[config.mk]
export PLATFORM = sky130hd
export DESIGN_NAME = tag_allowlist_flap_controller
export DESIGN_NICKNAME = d
export VERILOG_FILES = /design/src/rtl/tafc_pkg.sv /design/src/rtl/tafc_ram.sv /design/src/rtl/tag_allowlist_flap_controller.sv
export VERILOG_INCLUDE_DIRS = /design/src /design/src/rtl
export SDC_FILE = /design/constraint.sdc
export NUM_CORES = 1
export LEC_CHECK = 0
export BUFFER_PORTS_ARGS = -buffer_cell sky130_fd_sc_hd__buf_2
export CAP_MARGIN = 10
export CORE_MARGIN = 10
export CORE_UTILIZATION = 55
export CTS_CLUSTER_DIAMETER = 150
export DETAILED_ROUTE_END_ITERATION = 10
export PLACE_DENSITY = 0.75
export SLEW_MARGIN = 25
export SYNTH_ARGS = -nofsm -noshare
export SYNTH_HDL_FRONTEND = slang
export SYNTH_SLANG_ARGS = --single-unit
[constraint.sdc]
create_clock -name i_clk -period 6.05 [get_ports i_clk]
set_input_delay 0 -clock i_clk [delete_from_list [all_inputs] [get_ports i_clk]]
set_output_delay 0 -clock i_clk [all_outputs]
set_load 0.005 [all_outputs]
[src/rtl/tag_allowlist_flap_controller_macros.svh]
// ---------------------------------------------------------------------------
// Tag allowlist flap controller: assertion macros
// Concurrent assertion wrappers clocked on i_clk. The checks drop out
// entirely when SYNTHESIS is defined.
// ---------------------------------------------------------------------------
`ifndef TAG_ALLOWLIST_FLAP_CONTROLLER_MACROS_SVH
`define TAG_ALLOWLIST_FLAP_CONTROLLER_MACROS_SVH

`ifndef SYNTHESIS
// Assertion that is switched off while reset is held.
`define TAFC_ASSERT(lbl, prop, msg) \
    lbl: assert property (@(posedge i_clk) disable iff (!i_rst_n) (prop)) else $error(msg);
// Assertion that is checked in every cycle, reset included.
`define TAFC_ASSERT_ALWAYS(lbl, prop, msg) \
    lbl: assert property (@(posedge i_clk) (prop)) else $error(msg);
`else
`define TAFC_ASSERT(lbl, prop, msg)
`define TAFC_ASSERT_ALWAYS(lbl, prop, msg)
`endif

`endif

[src/rtl/tafc_pkg.sv]
// ---------------------------------------------------------------------------
// Tag allowlist flap controller package
// Shared defaults, field widths and codes for the controller.
// ---------------------------------------------------------------------------
package tafc_pkg;

    // Default sizes of the allowlist.
    localparam int TABLE_ENTRIES_DEF = 8;
    localparam int TAG_BYTES_DEF     = 8;

    // Field widths.
    localparam int MODE_W   = 2;
    localparam int TAG_ID_W = 64;
    localparam int BATT_W   = 7;
    localparam int SECS_W   = 8;
    localparam int RCOUNT_W = 4;
    localparam int STATUS_W = 3;
    localparam int CFG_IDX_W  = 2;
    localparam int CFG_DATA_W = 8;

    // Stream widths, padded to whole bytes.
    localparam int S_TDATA_W = 72;
    localparam int M_TDATA_W = 16;

    // Register indexes.
    localparam logic [CFG_IDX_W-1:0] REG_AUTO_CLOSE = 2'd0;
    localparam logic [CFG_IDX_W-1:0] REG_LOW_BATT   = 2'd1;

    // Register reset values.
    localparam logic [SECS_W-1:0] AUTO_CLOSE_RST = 8'd20;
    localparam logic [BATT_W-1:0] LOW_BATT_RST   = 7'd10;

    // Event kinds.
    localparam logic [MODE_W-1:0] MODE_TAG   = 2'd0;
    localparam logic [MODE_W-1:0] MODE_TICK  = 2'd1;
    localparam logic [MODE_W-1:0] MODE_ADD   = 2'd2;
    localparam logic [MODE_W-1:0] MODE_RESET = 2'd3;

    // Status codes.
    localparam logic [STATUS_W-1:0] ST_NONE       = 3'd0;
    localparam logic [STATUS_W-1:0] ST_ACCEPTED   = 3'd1;
    localparam logic [STATUS_W-1:0] ST_REJECTED   = 3'd2;
    localparam logic [STATUS_W-1:0] ST_REGISTERED = 3'd3;
    localparam logic [STATUS_W-1:0] ST_FULL       = 3'd4;

endpackage

[src/rtl/tafc_ram.sv]
// ---------------------------------------------------------------------------
// Generic single-port-write RAM
// One write port and one read port with a registered read.
// ---------------------------------------------------------------------------
module tafc_ram #(
    parameter int WIDTH = 64,
    parameter int DEPTH = 8,
    parameter int AW    = (DEPTH > 1) ? $clog2(DEPTH) : 1
) (
    input  logic             i_clk,
    input  logic             i_we,
    input  logic [AW-1:0]    i_waddr,
    input  logic [WIDTH-1:0] i_wdata,
    input  logic [AW-1:0]    i_raddr,
    output logic [WIDTH-1:0] o_rdata
);

    logic [WIDTH-1:0] r_mem [DEPTH];

    // Write port.
    always_ff @(posedge i_clk) begin
        if (i_we) begin
            r_mem[i_waddr] <= i_wdata;
        end
    end

    // Registered read port.
    always_ff @(posedge i_clk) begin
        o_rdata <= r_mem[i_raddr];
    end

endmodule

[src/rtl/tag_allowlist_flap_controller.sv]
// ---------------------------------------------------------------------------
// Tag allowlist flap controller
// Matches RFID tag reads against a stored allowlist and drives a flap,
// with an automatic close timer and a low battery indicator.
// ---------------------------------------------------------------------------
// Usage:
// Events arrive on the s_axis channel: tuser carries the event kind (tag
// read, one-second tick, enter add mode, reset flap), tdata carries the tag
// identifier in bits 63:0 and the battery sample in bits 70:64. Each event
// gives exactly one result transfer on m_axis, showing the state after the
// event together with a status code.
// A tag read outside add mode walks the allowlist through one RAM read port,
// one entry a cycle, and stops at the first match. Every other event goes
// straight to the output state. The input is ready only while no event is
// in progress.
// The two configuration registers are written through i_cfg_we, i_cfg_idx
// and i_cfg_data; writes to unused indexes are ignored.
// Reset empties the allowlist, closes the flap, clears add mode and the
// battery flag, and restores the register defaults. No clearing pass runs.
// If the receiver stalls, the result is held on m_axis and the next event
// can be taken; its own result then waits for the held one to go.
// ---------------------------------------------------------------------------
`include "tag_allowlist_flap_controller_macros.svh"

module tag_allowlist_flap_controller
    import tafc_pkg::*;
#(
    parameter int TABLE_ENTRIES = TABLE_ENTRIES_DEF,
    parameter int TAG_BYTES     = TAG_BYTES_DEF
) (
    input  logic                  i_clk,
    input  logic                  i_rst_n,
    // Configuration write port.
    input  logic                  i_cfg_we,
    input  logic [CFG_IDX_W-1:0]  i_cfg_idx,
    input  logic [CFG_DATA_W-1:0] i_cfg_data,
    // Event input.
    input  logic                  s_axis_tvalid,
    output logic                  s_axis_tready,
    input  logic [S_TDATA_W-1:0]  s_axis_tdata,   // tag_id[63:0], battery_level[70:64], zeros
    input  logic [MODE_W-1:0]     s_axis_tuser,   // mode[1:0]
    // Result output.
    output logic                  m_axis_tvalid,
    input  logic                  m_axis_tready,
    output logic [M_TDATA_W-1:0]  m_axis_tdata    // flap_open[0], low_battery[1],
                                                  // add_mode_active[2],
                                                  // registered_count[6:3], status[9:7], zeros
);

    localparam int TAG_W = 8 * TAG_BYTES;
    localparam int AW    = (TABLE_ENTRIES > 1) ? $clog2(TABLE_ENTRIES) : 1;
    localparam int CNT_W = $clog2(TABLE_ENTRIES + 1);

    localparam logic [CNT_W-1:0] CNT_FULL = CNT_W'(TABLE_ENTRIES);

    // Sequencer states.
    localparam logic [1:0] S_IDLE = 2'd0;
    localparam logic [1:0] S_SCAN = 2'd1;
    localparam logic [1:0] S_OUT  = 2'd2;

    // Input fields.
    logic [TAG_W-1:0]  in_tag;
    logic [BATT_W-1:0] in_batt;
    logic              in_xfer;

    assign in_tag  = s_axis_tdata[TAG_W-1:0];
    assign in_batt = s_axis_tdata[TAG_ID_W +: BATT_W];
    assign in_xfer = s_axis_tvalid && s_axis_tready;

    // Registers.
    logic [1:0]          r_state,    n_state;
    logic [SECS_W-1:0]   r_auto_close;
    logic [BATT_W-1:0]   r_low_thr;
    logic [CNT_W-1:0]    r_count,    n_count;
    logic                r_open,     n_open;
    logic [SECS_W-1:0]   r_secs,     n_secs;
    logic                r_add,      n_add;
    logic                r_batt_low, n_batt_low;
    logic [STATUS_W-1:0] r_status,   n_status;
    logic [TAG_W-1:0]    r_tag,      n_tag;
    logic [CNT_W-1:0]    r_scan,     n_scan;
    logic                r_pend,     n_pend;
    logic                r_m_valid;
    logic [M_TDATA_W-1:0] r_m_data;

    // Table memory signals.
    logic             ram_we;
    logic [AW-1:0]    ram_raddr;
    logic [TAG_W-1:0] ram_rdata;
    logic             scan_issue;
    logic             scan_hit;
    logic [SECS_W-1:0] secs_inc;
    logic             out_free;

    tafc_ram #(
        .WIDTH (TAG_W),
        .DEPTH (TABLE_ENTRIES),
        .AW    (AW)
    ) u_table (
        .i_clk   (i_clk),
        .i_we    (ram_we),
        .i_waddr (r_count[AW-1:0]),
        .i_wdata (in_tag),
        .i_raddr (ram_raddr),
        .o_rdata (ram_rdata)
    );

    // Append a tag on a tag read in add mode while there is room.
    assign ram_we = in_xfer && (s_axis_tuser == MODE_TAG) && r_add && (r_count < CNT_FULL);

    // Scan walks the stored entries; the comparison runs in the cycle after the read.
    assign scan_issue = r_scan < r_count;
    assign ram_raddr  = r_scan[AW-1:0];
    assign scan_hit   = r_pend && (ram_rdata == r_tag);

    assign secs_inc = (r_secs != {SECS_W{1'b1}}) ? r_secs + SECS_W'(1) : r_secs;
    assign out_free = !r_m_valid || m_axis_tready;

    assign s_axis_tready = (r_state == S_IDLE);

    // Sequencer and state update.
    always_comb begin
        n_state    = r_state;
        n_count    = r_count;
        n_open     = r_open;
        n_secs     = r_secs;
        n_add      = r_add;
        n_batt_low = r_batt_low;
        n_status   = r_status;
        n_tag      = r_tag;
        n_scan     = r_scan;
        n_pend     = 1'b0;
        unique case (r_state)
            S_IDLE: begin
                if (in_xfer) begin
                    n_status = ST_NONE;
                    n_state  = S_OUT;
                    case (s_axis_tuser)
                        MODE_TAG: begin
                            if (r_add) begin
                                n_add = 1'b0;
                                if (r_count < CNT_FULL) begin
                                    n_count  = r_count + CNT_W'(1);
                                    n_status = ST_REGISTERED;
                                end else begin
                                    n_status = ST_FULL;
                                end
                            end else begin
                                n_tag   = in_tag;
                                n_scan  = '0;
                                n_state = S_SCAN;
                            end
                        end
                        MODE_TICK: begin
                            if (r_open) begin
                                if (secs_inc >= r_auto_close) begin
                                    n_open = 1'b0;
                                    n_secs = '0;
                                end else begin
                                    n_secs = secs_inc;
                                end
                            end
                            n_batt_low = in_batt < r_low_thr;
                        end
                        MODE_ADD: begin
                            n_add = 1'b1;
                        end
                        default: begin
                            n_open = 1'b0;
                            n_secs = '0;
                        end
                    endcase
                end
            end
            S_SCAN: begin
                if (scan_hit) begin
                    n_open   = 1'b1;
                    n_secs   = '0;
                    n_status = ST_ACCEPTED;
                    n_state  = S_OUT;
                end else if (!scan_issue) begin
                    n_open   = 1'b0;
                    n_secs   = '0;
                    n_status = ST_REJECTED;
                    n_state  = S_OUT;
                end else begin
                    n_pend = 1'b1;
                    n_scan = r_scan + CNT_W'(1);
                end
            end
            S_OUT: begin
                if (out_free) begin
                    n_state = S_IDLE;
                end
            end
            default: begin
                n_state = S_IDLE;
            end
        endcase
    end

    // Control and state registers.
    always_ff @(posedge i_clk) begin
        if (!i_rst_n) begin
            r_state    <= S_IDLE;
            r_count    <= '0;
            r_open     <= 1'b0;
            r_secs     <= '0;
            r_add      <= 1'b0;
            r_batt_low <= 1'b0;
            r_pend     <= 1'b0;
        end else begin
            r_state    <= n_state;
            r_count    <= n_count;
            r_open     <= n_open;
            r_secs     <= n_secs;
            r_add      <= n_add;
            r_batt_low <= n_batt_low;
            r_pend     <= n_pend;
        end
    end

    // Working registers of the current event.
    always_ff @(posedge i_clk) begin
        r_status <= n_status;
        r_tag    <= n_tag;
        r_scan   <= n_scan;
    end

    // Configuration registers.
    always_ff @(posedge i_clk) begin
        if (!i_rst_n) begin
            r_auto_close <= AUTO_CLOSE_RST;
            r_low_thr    <= LOW_BATT_RST;
        end else if (i_cfg_we) begin
            unique case (i_cfg_idx)
                REG_AUTO_CLOSE: r_auto_close <= i_cfg_data;
                REG_LOW_BATT:   r_low_thr    <= i_cfg_data[BATT_W-1:0];
                default: ;
            endcase
        end
    end

    // Output register: loaded when the result is ready and the previous one has gone.
    logic [CNT_W+RCOUNT_W-1:0] count_ext;
    logic                      out_load;

    assign count_ext = {{RCOUNT_W{1'b0}}, r_count};
    assign out_load  = (r_state == S_OUT) && out_free;

    always_ff @(posedge i_clk) begin
        if (!i_rst_n) begin
            r_m_valid <= 1'b0;
        end else if (out_load) begin
            r_m_valid <= 1'b1;
        end else if (m_axis_tready) begin
            r_m_valid <= 1'b0;
        end
    end

    always_ff @(posedge i_clk) begin
        if (out_load) begin
            r_m_data <= {6'd0, r_status, count_ext[RCOUNT_W-1:0], r_add, r_batt_low, r_open};
        end
    end

    assign m_axis_tvalid = r_m_valid;
    assign m_axis_tdata  = r_m_data;

    // Assertions.
    `TAFC_ASSERT(a_count_bound, r_count <= CNT_FULL, "allowlist count beyond table size")
    `TAFC_ASSERT(a_timer_closed, !r_open |-> (r_secs == '0), "timer running with flap closed")
    `TAFC_ASSERT(a_append_count, ram_we |=> (r_count == $past(r_count) + CNT_W'(1)),
        "append did not advance the count")
    `TAFC_ASSERT(a_short_event, (in_xfer && s_axis_tuser != MODE_TAG) |=> (r_state == S_OUT),
        "non-scan event did not go to output")
    `TAFC_ASSERT(a_scan_only_idle_add, (r_state == S_SCAN) |-> !r_add, "scan started in add mode")

endmodule
Yosys cells after proc, flatten, opt, wreduce, memory -nomap -nowiden
Memories as Yosys holds them, arrays and structs flattened. A register that Yosys moved wholly into a read port is not among the register bits.
Index checks and enable logic that the tools add are counted.

word-level totals
  flip-flop bits (word level) = 115
  input port bits = 89
  word-level logic and storage cells = 109
  memories kept = 1
  memory bits (writable) = 512
  output and inout bits = 18

memory list
  name           words  bits a word  rd ports  clocked after memory_dff  write ports  line            text
  u_table.r_mem  8      64           1         1                         1            tafc_ram.sv:18  logic [WIDTH-1:0] r_mem [DEPTH];

operators by class
  bitwise logic cells = 3
  mux-type cells = 41
  reductions and logical operators = 27
  $lt $le $gt $ge = 4
  equality and inequality tests = 16
  add/sub/neg operators = 3

operators with widths
  operator                                              count
  equality test 64 bit                                  1
  two-way mux 8 bit                                     6
  one-hot mux 8 bit (2 select lines)                    2
  two-way mux 4 bit                                     5
  two-way mux 3 bit                                     6
  two-way mux 2 bit                                     6
  AND reduction 3 bit                                   4
  two-way mux 1 bit                                     10
  inequality test 2 bit (second input constant)         5
  AND reduction 5 bit                                   2
  adder 4 x 1 -> 4 bit (second input constant)          2
  adder 8 x 1 -> 8 bit (second input constant)          1
  greater-or-equal comparator 8 bit                     1
  inequality test 8 bit (second input constant)         1
  one-hot mux 4 bit (2 select lines)                    1
  AND reduction 4 bit                                   2
  less-than comparator 7 bit                            1
  equality test 2 x 1 -> 1 bit (second input constant)  3
  logical AND 1 bit                                     6
  zero test 2 bit                                       3
  inequality test 3 bit (second input constant)         2
  one-hot mux 1 bit (2 select lines)                    3
  one-hot mux 2 bit (3 select lines)                    1
  one-hot mux 3 bit (2 select lines)                    1
  other kinds (12)                                      19

Longest topological paths before layout
Gate-level depths: netlist of the first run.

  depth after elaboration = 8
  depth in mapped cells = 14
  depth with buffers taken out = 13

Modules after synthesis
Synthesis of the first run repeated with hierarchy kept, for this count alone.

unflattened totals
  cells, all modules = 1258
  area, all modules = 25904.8 µm²

by module, submodules not included
  module                         times used  sequential area each (µm²)  area each (µm²)  cells an instance
  tafc_ram                       1           16656.0                     20547.2          816
  tag_allowlist_flap_controller  1           3113.0                      5357.6           442

Least setup slack after synthesis of the first run
Ideal clock, no wire load.

  path type = register to register
  start = register r_state[0]
  end = memory u_table.r_mem[0][0] (enable)
  clock period less this slack = 6.397 ns
  required time = 5.485 ns
  stages on the path, launching flop included = 6
  arrival = 5.832 ns
  buffers on the path = 1
  library setup time = 0.565 ns
  setup slack = -0.347 ns
  cells stage by stage = dfxtp_1 > buf_2 > or3b_2 > nor3_1 > nand2b_1 > nor3_1

on the way
  longest elaborated chain between the ends = 7

RTL lines
  what                                     line                                  text
  from (decl)                              tag_allowlist_flap_controller.sv:71   logic [1:0] r_state, n_state;
  from (signal assigned)                   tag_allowlist_flap_controller.sv:213  r_state <= n_state;
  zero test 2 bit                          tag_allowlist_flap_controller.sv:119  assign s_axis_tready = (r_state == S_IDLE);
  logical AND 1 bit                        tag_allowlist_flap_controller.sv:68   assign in_xfer = s_axis_tvalid && s_axis_tready;
  logical AND 1 bit (3 in series)          tag_allowlist_flap_controller.sv:109  assign ram_we = in_xfer && (s_axis_tuser == MODE_TAG) && r_add && (r_count < CNT_FULL);
  two-way mux 1 bit                        tafc_ram.sv:22                        if (i_we) begin
  two-way mux 1 bit (implied by the code)  tafc_ram.sv:23                        r_mem[i_waddr] <= i_wdata;
  to (decl)                                tafc_ram.sv:18

No other way between the ends.

Worst setup path after layout of the first run
  start = register r_state[1]
  end = memory u_table.r_mem[2][18] (enable)

The elaborated chain is that of the path after synthesis.

==> results of run 1 <==
-- repair_timing --
item | in CTS | in global routing
hold endpoints to repair | 603 | 0
resized for setup | 0 | 0
hold buffers | 90 | 0
-- worst reg2reg max path: cells and delay by family (launching register included) --
family                 cells  cell delay [ps]
and+or+nand+nor            4             2310
buffers and inverters      1              560
DFF                        1              380
-- layout make-up --
cell class,instances,area [um2]
Antenna cell,5,12.51
Clock buffer,104,2072
Clock inverter,17,158.9
Fill cell,3043,16070
Inverter,28,105.1
Multi-Input combinational cell,501,5796
Sequential cell,691,19770
Tap cell,607,759.5
Timing Repair Buffer,216,1713
-- per-layer routing --
metal | global-route usage (%) | vias to the layer above | routed length [um]
li1 | - | 5542 | -
met1 | 24.80 | 6356 | 21880
met2 | 30.75 | 356 | 25700
met3 | 3.601 | 93 | 3045
met4 | 6.061 | 2 | 1226
met5 | 0 | - | 13
-- registers in the layout, summed over array words and instances, names as in the netlist --
name / count
u_table.r_mem: 512
r_tag: 64
u_table.o_rdata: 64
m_axis_tdata: 10
r_auto_close: 8
r_secs: 8
r_low_thr: 7
r_count: 4
r_scan: 4
r_status: 3
r_state: 2
m_axis_tvalid: 1
r_add: 1
r_batt_low: 1
r_open: 1
r_pend: 1
-- logic make-up after synthesis --
group | share of synthesized area (%)
and+or+nand+nor | 3.322
muxes | 14.55
DFF | 76.62
other | 0.01453
xor gates and xnor gates | 1.731
adders and majority gates | 0.9699
AOI/OAI and AO/OA | 1.508
buffers and inverters | 1.280
-- synth_stat cells (5+ instances only) --
library cell	count	area (um2)
nor2_1	27	101.4
a21boi_0	5	37.54
buf_2	9	45.04
buf_4	6	45.04
nand3_1	11	55.05
clkbuf_1	28	105.1
mux4_2	128	2883
nand2_1	29	108.9
ha_1	20	250.2
nand4_1	7	43.79
o21ai_0	8	40.04
mux2_2	65	732.0
inv_1	28	105.1
nor2b_1	30	187.7
edfxtp_1	593	17810
mux2i_1	14	140.1
a21oi_1	16	80.08
nor4_1	12	75.07
buf_1	8	30.03
xor2_1	33	289.0
dfxtp_1	98	1962
and2_1	5	31.28
xnor2_1	18	157.7
nand2b_1	19	118.9
-- power by group through the flow --
stage,logic (mW),clock network [mW],registers [mW]
2_1_floorplan,0.160,0,5.33
3_3_place_gp,0.283,0,5.33
3_5_place_dp,0.294,0,5.33
4_1_cts,0.345,4.21,5.23
5_1_grt,0.372,4.39,5.23
6_report,0.342,4.14,5.23
-- through the flow --
stage,std cells,instance area (um2)
floorplan,1271,25830
global placement,1948,27140
detailed placement,1952,27230
CTS,2163,30360
global route,2167,30380
finish,2169,30390
-- layout by cell type (no fill, tap or decap), drive strengths merged, types with 3 or more instances in the layout --
cell and n:
edfxtp 593, mux4 128, buf 126, clkbuf 104, dfxtp 98, dlygate4sd3 90, mux2 65, xor2 33
nor2b 30, nand2 29, inv 29, nor2 28, ha 20, nand2b 19, xnor2 18, a21oi 17
mux2i 14, clkinv 13, nor4 12, nand3 11, o21ai 8, nand4 7, conb 6, diode 5
a21boi 5, and2 5, and3 4, a2111o 4, o2111ai 4, nor3 4, o22ai 3, o21a 3
o211ai 3, bufinv 3
-- worst max path at each step --
stage / from / end / cells after the start
after floorplan: r_state[0]$_SDFFE_PN0P_ / u_table.r_mem[7][0]$_DFFE_PP_ / 5
after global placement: r_state[1]$_SDFFE_PN0P_ / u_table.r_mem[4][16]$_DFFE_PP_ / 5
after detailed placement: r_state[1]$_SDFFE_PN0P_ / u_table.r_mem[0][18]$_DFFE_PP_ / 5
after CTS: r_state[1]$_SDFFE_PN0P_ / u_table.r_mem[0][22]$_DFFE_PP_ / 5
after global routing: r_state[1]$_SDFFE_PN0P_ / u_table.r_mem[3][12]$_DFFE_PP_ / 5
final: r_state[1]$_SDFFE_PN0P_ / u_table.r_mem[2][18]$_DFFE_PP_ / 5
==> flow_metrics.py, run 1 <==
metrics = {
    "clocking": {
        "cts_tree": "built",
        "cts.path.max_buffers": 3,
        "cts.sinks": 691,
        "clk_pin_slew_ps": 60,
        "cts_setup_buffers": 0,
        "ctsHtreeMaxLevel": 3,
        "cts_made_buffers": 67,
        "clk_latency_ps": 570,
        "clockRootBuffer": "clkbuf_16",
    },
    "floorplan": {
        "initial_core_util_pct": 55.54,
        "row_count": 79,
        "die_x_um": 236.6,
        "ios": 107,
        "fp.dieH_um": 236.6,
        "die_area_um2": 55970,
        "coreArea_um2": 46460,
    },
    "timing": {
        "worst_slew_pin_slew_ps": 1002,
        "holdWs_ps": 138.5,
        "slew_headroom_pct": 32.60,
        "slew_viol_final": 0,
        "layout_setup_ws_ps": 2445,
        "fin_crit_sh_pct": 59.58,
        "finalSetupTns_ps": 0,
        "period_minus_slack_ps": 3605,
        "finClkSkew_ps": 14.81,
        "final_hold_viol_count": 0,
        "fmax_mhz": 277.4,
        "grt_setup_unrepaired": "false",
        "setup_viol": 0,
    },
    "power": {
        "clockPowerShare_pct": 42.6,
        "cellLeakagePower_nw": 10.15,
        "power_mw": 9.712,
        "p_comb_share_pct": 3.5,
        "powerDensity_nw_per_um2": 319.6,
        "sw_frac_of_total_pct": 19.12,
        "p_sw_mw": 1.857,
        "p_int_mw": 7.855,
        "seqPwrFrac_pct": 53.9,
        "irDropWorstVdd_uv": 244.5,
    },
    "critical_path": {
        "r2r-end": "u_table.r_mem[2][18]$_DFFE_PP_",
        "worst_setup_path_end_kind": "flip-flop",
        "path_delay_family": "simple AND/OR/NAND/NOR gates",
        "cpMaxStageDelayCell": "nor2_4",
        "cp_num_buf_inv": 1,
        "path_class": "flip-flop to flip-flop",
        "rr_worst_depth": 5,
        "worst-path-max-fanout": 25,
        "crit_chain": "or3b_2, nor3_1, nand2b_1, nor2_4, buf_4",
        "r2r_start": "r_state[1]$_SDFFE_PN0P_",
        "required_ps": 6260,
        "rrSetupSlack_ps": 2450,
        "cp.arrival_ps": 3820,
        "startpoint_type": "flip-flop",
        "slowest_delay_ps": 870,
    },
    "global_route": {
        "grt_first_pass_wirelength_mm": 79.76,
        "grt-ovfl-total": 0,
        "grt_max_degree": 74,
        "grt_pass1_vias": 13187,
        "antenna_found_initial": 5,
        "track_usage_pct": 18.68,
    },
    "route": {
        "vias_per_cell": 5.693,
        "drc": 0,
        "avgRoutedWirePerCell_um": 23.91,
        "dr_total_vias": 12349,
        "dr.pass1.iters": 5,
        "drt_wl_total_mm": 51.86,
        "drtIter0Drc": 1001,
        "ant_nets": 0,
    },
    "synthesis": {
        "netlist_area_um2": 25800,
        "ys_seq_area_share_pct": 76.62,
        "ys_ff_latch": 691,
        "synth.avg_cell_area_um2": 20.38,
        "synth_cell_types": 49,
        "synth_ff_type": "edfxtp_1",
        "synth_edf_count": 593,
        "yosys_warnings": 0,
        "synthCells": 1266,
        "synthArstFlopShare_pct": 0,
    },
    "finish": {
        "fin_nets": 1614,
        "layout-drive-gt1-share_pct": 27.81,
        "syn2layout_area_growth_pct": 17.77,
        "final_util_pct": 65.41,
    },
    "hold_path": {
        "hold_path.class": "primary input to flip-flop",
        "hp-start": "i_cfg_we",
        "hold_depth": 4,
        "hold-path-endpoint": "r_low_thr[2]$_SDFFE_PN0P_",
    },
    "run_status": {
        "status": "completed",
    },
    "job": {
        "max_cap_violations": 0,
    },
    "place": {
        "pre_cts_slack_ps": 2356,
        "hpwl_mm": 29.81,
        "gp_congestion": 0.7477,
        "port_buffers": 99,
    },
}
(Power assumes the default switching activity.)
==> run 2: changes to the inputs <==
Clock period 6.05 ns to 3 ns, I/O delays scaled along.
==> run 2 against run 1 <==
Against the previous run:
- critical path depth increased by 8
- global-route usage shrank 0.23 points
- non-clock buffer count rose by 10
- power grew 99%
- critical path type unchanged
- critical endpoint is now r_secs[0]$_SDFFE_PN0P_
- largest power group unchanged
==> flow_metrics.py, run 2 (same netlist as run 1, synthesis figures left out) <==
metrics = {
    "power": {
        "seqPwrFrac_pct": 54.5,
        "irDropWorstVdd_uv": 609.7,
        "p_int_mw": 15.54,
        "cellLeakagePower_nw": 10.18,
        "p_comb_share_pct": 3.6,
        "clockPowerShare_pct": 41.9,
        "sw_frac_of_total_pct": 19.78,
        "powerDensity_nw_per_um2": 634.7,
        "p_sw_mw": 3.831,
    },
    "clocking": {
        "clk_latency_ps": 590,
        "ctsHtreeMaxLevel": 3,
        "cts_made_buffers": 68,
        "cts.path.max_buffers": 3,
        "clockRootBuffer": "clkbuf_16",
        "clk_pin_slew_ps": 60,
        "cts.sinks": 691,
        "cts_tree": "built",
    },
    "finish": {
        "largestRegisters": "u_table.r_mem (512), r_tag (64), u_table.o_rdata (64)",
        "final_common_cell": "edfxtp_1",
        "top_register": "u_table.r_mem",
        "syn2layout_area_growth_pct": 18.27,
        "fillCellCount": 3041,
        "multiInputGateArea_um2": 5839,
        "fin_nets": 1625,
        "final_cell_mix": "edfxtp_1, mux4_2, buf_2, dfxtp_1, dlygate4sd3_1",
        "largest_reg_flops": 512,
        "seq_area_um2": 19770,
        "layout-drive-gt1-share_pct": 28.28,
        "final_util_pct": 65.68,
        "stdcell_count": 2180,
    },
    "floorplan": {
        "coreArea_um2": 46460,
        "fp.dieH_um": 236.6,
        "ios": 107,
        "die_x_um": 236.6,
        "die_area_um2": 55970,
        "initial_core_util_pct": 55.54,
        "row_count": 79,
    },
    "timing": {
        "setup_viol": 0,
        "fin_crit_sh_pct": 93.64,
        "grt_setup_unrepaired": "false",
        "final_hold_viol_count": 0,
        "period_minus_slack_ps": 2809,
        "finClkSkew_ps": 17.39,
        "slew_headroom_pct": 38.55,
        "worst_slew_pin_slew_ps": 919.8,
        "fmax_mhz": 356.0,
        "slew_viol_final": 0,
    },
    "critical_path": {
        "r2r-end": "r_secs[0]$_SDFFE_PN0P_",
        "cp.arrival_ps": 3280,
        "worst-path-max-fanout": 5,
        "rrSetupSlack_ps": 190,
        "r2r_start": "r_secs[4]$_SDFFE_PN0P_",
        "worst_setup_path_end_kind": "flip-flop",
        "startpoint_type": "flip-flop",
        "cp_num_buf_inv": 1,
        "cpMaxStageDelayCell": "dfxtp_1",
        "path_delay_family": "simple AND/OR/NAND/NOR gates",
        "crit_chain": "and3_4, and3_4, nand3_2, buf_4, nand4_1, xnor2_1, ha_1, a21o_1, a31oi_1, o21a_1, nor2b_1, or3_1, a32o_1",
        "slowest_delay_ps": 400,
        "required_ps": 3470,
        "path_class": "flip-flop to flip-flop",
        "crit_path_frequent_cell": "and3_4",
        "rr_worst_depth": 13,
    },
    "route": {
        "dr_total_vias": 12309,
        "dr.pass1.iters": 5,
        "drt_wl_total_mm": 51.13,
        "ant_nets": 0,
        "drc": 0,
        "avgRoutedWirePerCell_um": 23.45,
        "drtIter0Drc": 1028,
        "vias_per_cell": 5.646,
    },
    "place": {
        "hpwl_mm": 27.55,
        "placedCellCount": 1961,
        "gp_congestion": 0.8510,
        "port_buffers": 99,
    },
    "global_route": {
        "antenna_found_initial": 5,
        "grt-ovfl-total": 0,
        "grt_max_degree": 131,
        "grt_pass1_vias": 13271,
        "grt_first_pass_wirelength_mm": 79.47,
        "track_usage_pct": 18.45,
    },
    "hold_path": {
        "hold-path-endpoint": "r_low_thr[4]$_SDFFE_PN0P_",
        "hold_path.class": "primary input to flip-flop",
        "hp-start": "i_cfg_we",
        "hold_depth": 4,
    },
    "job": {
        "max_cap_violations": 0,
    },
    "run_status": {
        "status": "completed",
    },
}
## run 2: stage by stage
stage / area [um2] / TNS [ps] / hold WS (ps) / total power, mW / worst slack [ps]
floorplan: 25920 / -42200 / 98.87 / 11.08 / -323.4
global placement: 27430 / 0 / 247.7 / 11.34 / 165.1
detailed placement: 27430 / 0 / 258.0 / 11.36 / 95.50
CTS: 30490 / 0 / 97.29 / 19.54 / 70.10
global route: 30510 / 0 / 155.6 / 19.98 / 12.83
finish: 30510 / 0 / 119.0 / 19.37 / 190.7
## run 2: worst max path at each step
stage	cells past startpoint	slack [ps]	start	end
6_report	13	190	r_secs[4]$_SDFFE_PN0P_	r_secs[0]$_SDFFE_PN0P_
3_3_place_gp	12	170	r_secs[0]$_SDFFE_PN0P_	r_secs[0]$_SDFFE_PN0P_
2_1_floorplan	5	-320	r_state[0]$_SDFFE_PN0P_	u_table.r_mem[1][0]$_DFFE_PP_
4_1_cts	12	70	r_secs[4]$_SDFFE_PN0P_	r_secs[0]$_SDFFE_PN0P_
5_1_grt	12	10	r_secs[4]$_SDFFE_PN0P_	r_secs[0]$_SDFFE_PN0P_
3_5_place_dp	12	100	r_secs[4]$_SDFFE_PN0P_	r_secs[0]$_SDFFE_PN0P_
## run 2: cell type report
type / instances / area share [%]
Sequential cell: 691 / 64.79
Clock buffer: 93 / 6.187
Antenna cell: 3 / 0.02460
Tap cell: 607 / 2.489
Clock inverter: 31 / 0.8283
Multi-Input combinational cell: 501 / 19.14
Inverter: 28 / 0.3444
Timing Repair Buffer: 226 / 6.200
## run 2: power by group through the flow
stage	clock, mW	sequential, mW	combinational (mW)
finish	8.11	10.6	0.699
global route	8.66	10.6	0.765
CTS	8.28	10.6	0.705
detailed placement	0	10.8	0.600
global placement	0	10.8	0.584
floorplan	0	10.8	0.326
## run 2: timing repair
action | in CTS | in global routing
setup buffers | 0 | 0
endpoints found under the hold margin | 606 | 0
resized for setup | 0 | 5
hold buffers | 92 | 0
endpoints found under the setup margin | 0 | 9
## run 2: metal layers
layer / up-vias / track usage (%) / wire length, um
met3: 89 / 4.157 / 2814
met2: 334 / 29.66 / 25010
met1: 6330 / 24.47 / 21810
met5: - / 0 / 21
met4: 4 / 6.640 / 1470
li1: 5552 / - / -
## run 2: worst register-to-register path: cells and delay by family (launching register included)
family                   cells  cell delay [ps]
AO/OA/AOI/OAI                4              580
XOR/XNOR                     1              110
adder cells (fa/ha/maj)      1              320
buffers and inverters        1              190
flip-flops                   1              400
AND/OR/NAND/NOR              6             1110
==> run 3: changes to the inputs <==
Settings changed: CORE_UTILIZATION 55 to 61, PLACE_DENSITY 0.75 to 0.79.
Clock period 3 ns to 2.75 ns, I/O delays scaled along.
==> run 3 against run 2 <==
Against the previous run:
- setup slack lost 69 ps
- sequential power grew 8%
- maximum frequency grew 6.9%
- power grew 9.6%
- hold slack lost 6.2 ps
- critical path type unchanged
- highest routed layer is now met4
==> flow_metrics.py, run 3 (same netlist as run 1, synthesis figures left out) <==
metrics = {
    "place": {
        "gp_congestion": 0.8219,
        "placedCellCount": 1901,
        "pre_cts_slack_ps": 47.77,
        "hpwl_mm": 27.72,
        "port_buffers": 99,
        "postPlaceCellArea_um2": 27410,
    },
    "finish": {
        "syn2layout_area_growth_pct": 18.36,
        "fillCellCount": 2368,
        "fin_area_um2": 30540,
        "final_cell_mix": "edfxtp_1, mux4_2, buf_2, dlygate4sd3_1, dfxtp_1",
        "stdcell_count": 2123,
        "top_register": "u_table.r_mem",
        "layout-drive-gt1-share_pct": 29.31,
        "final_common_cell": "edfxtp_1",
        "seq_area_um2": 19780,
        "fin_nets": 1637,
        "largestRegisters": "u_table.r_mem (512), r_tag (64), u_table.o_rdata (64)",
        "largest_reg_flops": 512,
        "multiInputGateArea_um2": 5871,
    },
    "timing": {
        "slew_headroom_pct": 41.31,
        "grt_setup_unrepaired": "false",
        "finalSetupTns_ps": 0,
        "period_minus_slack_ps": 2628,
        "final_hold_viol_count": 0,
        "setup_viol": 0,
        "layout_setup_ws_ps": 122.0,
        "slew_viol_final": 0,
        "finClkSkew_ps": 17.21,
        "fin_crit_sh_pct": 95.56,
        "fmax_mhz": 380.5,
        "worst_slew_pin_slew_ps": 880.4,
    },
    "route": {
        "vias_per_cell": 5.985,
        "ant_nets": 0,
        "drtIter0Drc": 1052,
        "dr_total_vias": 12706,
        "routed-wl-met3_mm": 3.475,
        "highest_layer": "met4",
        "wirelength_met1_mm": 21.37,
        "drc": 0,
        "wl_met2_mm": 26.69,
        "avgRoutedWirePerCell_um": 24.84,
        "dr.pass1.iters": 5,
        "drt_wl_total_mm": 52.75,
    },
    "floorplan": {
        "row_count": 75,
        "fp.dieH_um": 225.7,
        "die_area_um2": 50920,
        "initial_core_util_pct": 61.65,
        "die_x_um": 225.7,
        "ios": 107,
        "coreArea_um2": 41850,
    },
    "critical_path": {
        "slowest_delay_ps": 360,
        "startpoint_type": "flip-flop",
        "path_delay_family": "simple AND/OR/NAND/NOR gates",
        "path_class": "flip-flop to flip-flop",
        "crit_chain": "ha_4, and3_4, nand3_4, buf_4, nand4_1, xnor2_2, ha_1, a21o_1, a31oi_1, o21a_1, nor2b_1, or3_1, a32o_1",
        "cp_num_buf_inv": 1,
        "cpMaxStageDelayCell": "dfxtp_4",
        "required_ps": 3220,
        "cp.arrival_ps": 3100,
        "worst_setup_path_end_kind": "flip-flop",
        "worst-path-max-fanout": 5,
    },
    "power": {
        "p_sw_mw": 4.272,
        "p_int_mw": 16.95,
        "cellLeakagePower_nw": 10.26,
        "seqPwrFrac_pct": 54.2,
        "irDropWorstVdd_uv": 597.8,
        "powerDensity_nw_per_um2": 695.1,
        "sw_frac_of_total_pct": 20.13,
        "p_comb_share_pct": 3.7,
        "clockPowerShare_pct": 42.1,
    },
    "clocking": {
        "ctsHtreeMaxLevel": 3,
        "clk_latency_ps": 590,
        "cts_made_buffers": 68,
        "cts.path.max_buffers": 3,
        "cts_tree": "built",
        "cts.sinks": 691,
        "clockRootBuffer": "clkbuf_16",
        "clk_pin_slew_ps": 60,
    },
    "global_route": {
        "grt_first_pass_wirelength_mm": 80.91,
        "antenna_found_initial": 1,
        "grt-ovfl-total": 0,
        "grt_max_degree": 131,
        "grt_pass1_vias": 13192,
        "track_usage_pct": 21.19,
    },
    "hold_path": {
        "hold_path.class": "primary input to flip-flop",
    },
    "job": {
        "max_cap_violations": 0,
    },
    "run_status": {
        "status": "completed",
    },
}
## run 3: changes by cell type in the layout (fill, tap and decap cells not counted), sizes merged, moves of 2 or more
cell / delta
buf: +10
bufinv: -2
clkbuf: +4
diode: -2
dlygate4sd3: +2
## run 3: worst paths after layout
kind                                  start                        end  slack, ps  depth (start not counted)
setup reg to reg     r_secs[1]$_SDFFE_PN0P_     r_secs[0]$_SDFFE_PN0P_        120                         13
hold / removal                     i_cfg_we  r_low_thr[6]$_SDFFE_PN0P_        110                          4
hold reg to reg   r_status[2]$_SDFFCE_PP0P_  m_axis_tdata[9]$_DFFE_PP_        440                          0
setup / recovery     r_secs[1]$_SDFFE_PN0P_     r_secs[0]$_SDFFE_PN0P_        120                         13
## run 3: area by class of cell
type | count | share of cell area, %
sequential | 691 | 64.77
multi-input combinational | 501 | 19.22
clock buffer | 97 | 6.466
timing repair buffer | 238 | 6.384
tap | 539 | 2.208
clock inverter | 28 | 0.5982
inverter | 28 | 0.3442
antenna | 1 | 0.008195
## run 3: power groups by stage
stage | Clock, mW | Combinational, mW | Sequential (mW)
after floorplan | 0 | 0.356 | 11.7
after CTS | 9.06 | 0.785 | 11.5
final | 8.93 | 0.780 | 11.5
after global routing | 9.47 | 0.848 | 11.5
after detailed placement | 0 | 0.666 | 11.7
after global placement | 0 | 0.642 | 11.7
## run 3: metrics by stage
step / total power, mW / hold slack [ps] / utilization, %
after floorplan: 12.09 / 98.87 / -
after global placement: 12.37 / 248.0 / 65.49
after detailed placement: 12.40 / 251.0 / 65.49
after CTS: 21.36 / 88.53 / 72.90
after global routing: 21.83 / 144.7 / 72.96
final: 21.23 / 112.8 / 72.96
## run 3: timing repair
action	CTS	global route
endpoints found under the setup margin	0	3
hold buffers	94	0
gates resized for setup	0	3
buffers inserted	0	2
hold endpoints to repair	614	0
## run 3: metal layers
metal	GRT usage [%]	vias to the layer above
met1	28.75	6553
met3	3.956	92
met4	6.166	0
met2	34.75	486
met5	0	-
li1	-	5575
## run 3: worst register-to-register path, cell delays in order, from the launching register on
cell and delay, ps:
dfxtp_4 360, ha_4 170, and3_4 200, nand3_4 80, buf_4 140, nand4_1 120
xnor2_2 170, ha_1 300, a21o_1 120, a31oi_1 80, o21a_1 120, nor2b_1 120
or3_1 300, a32o_1 250
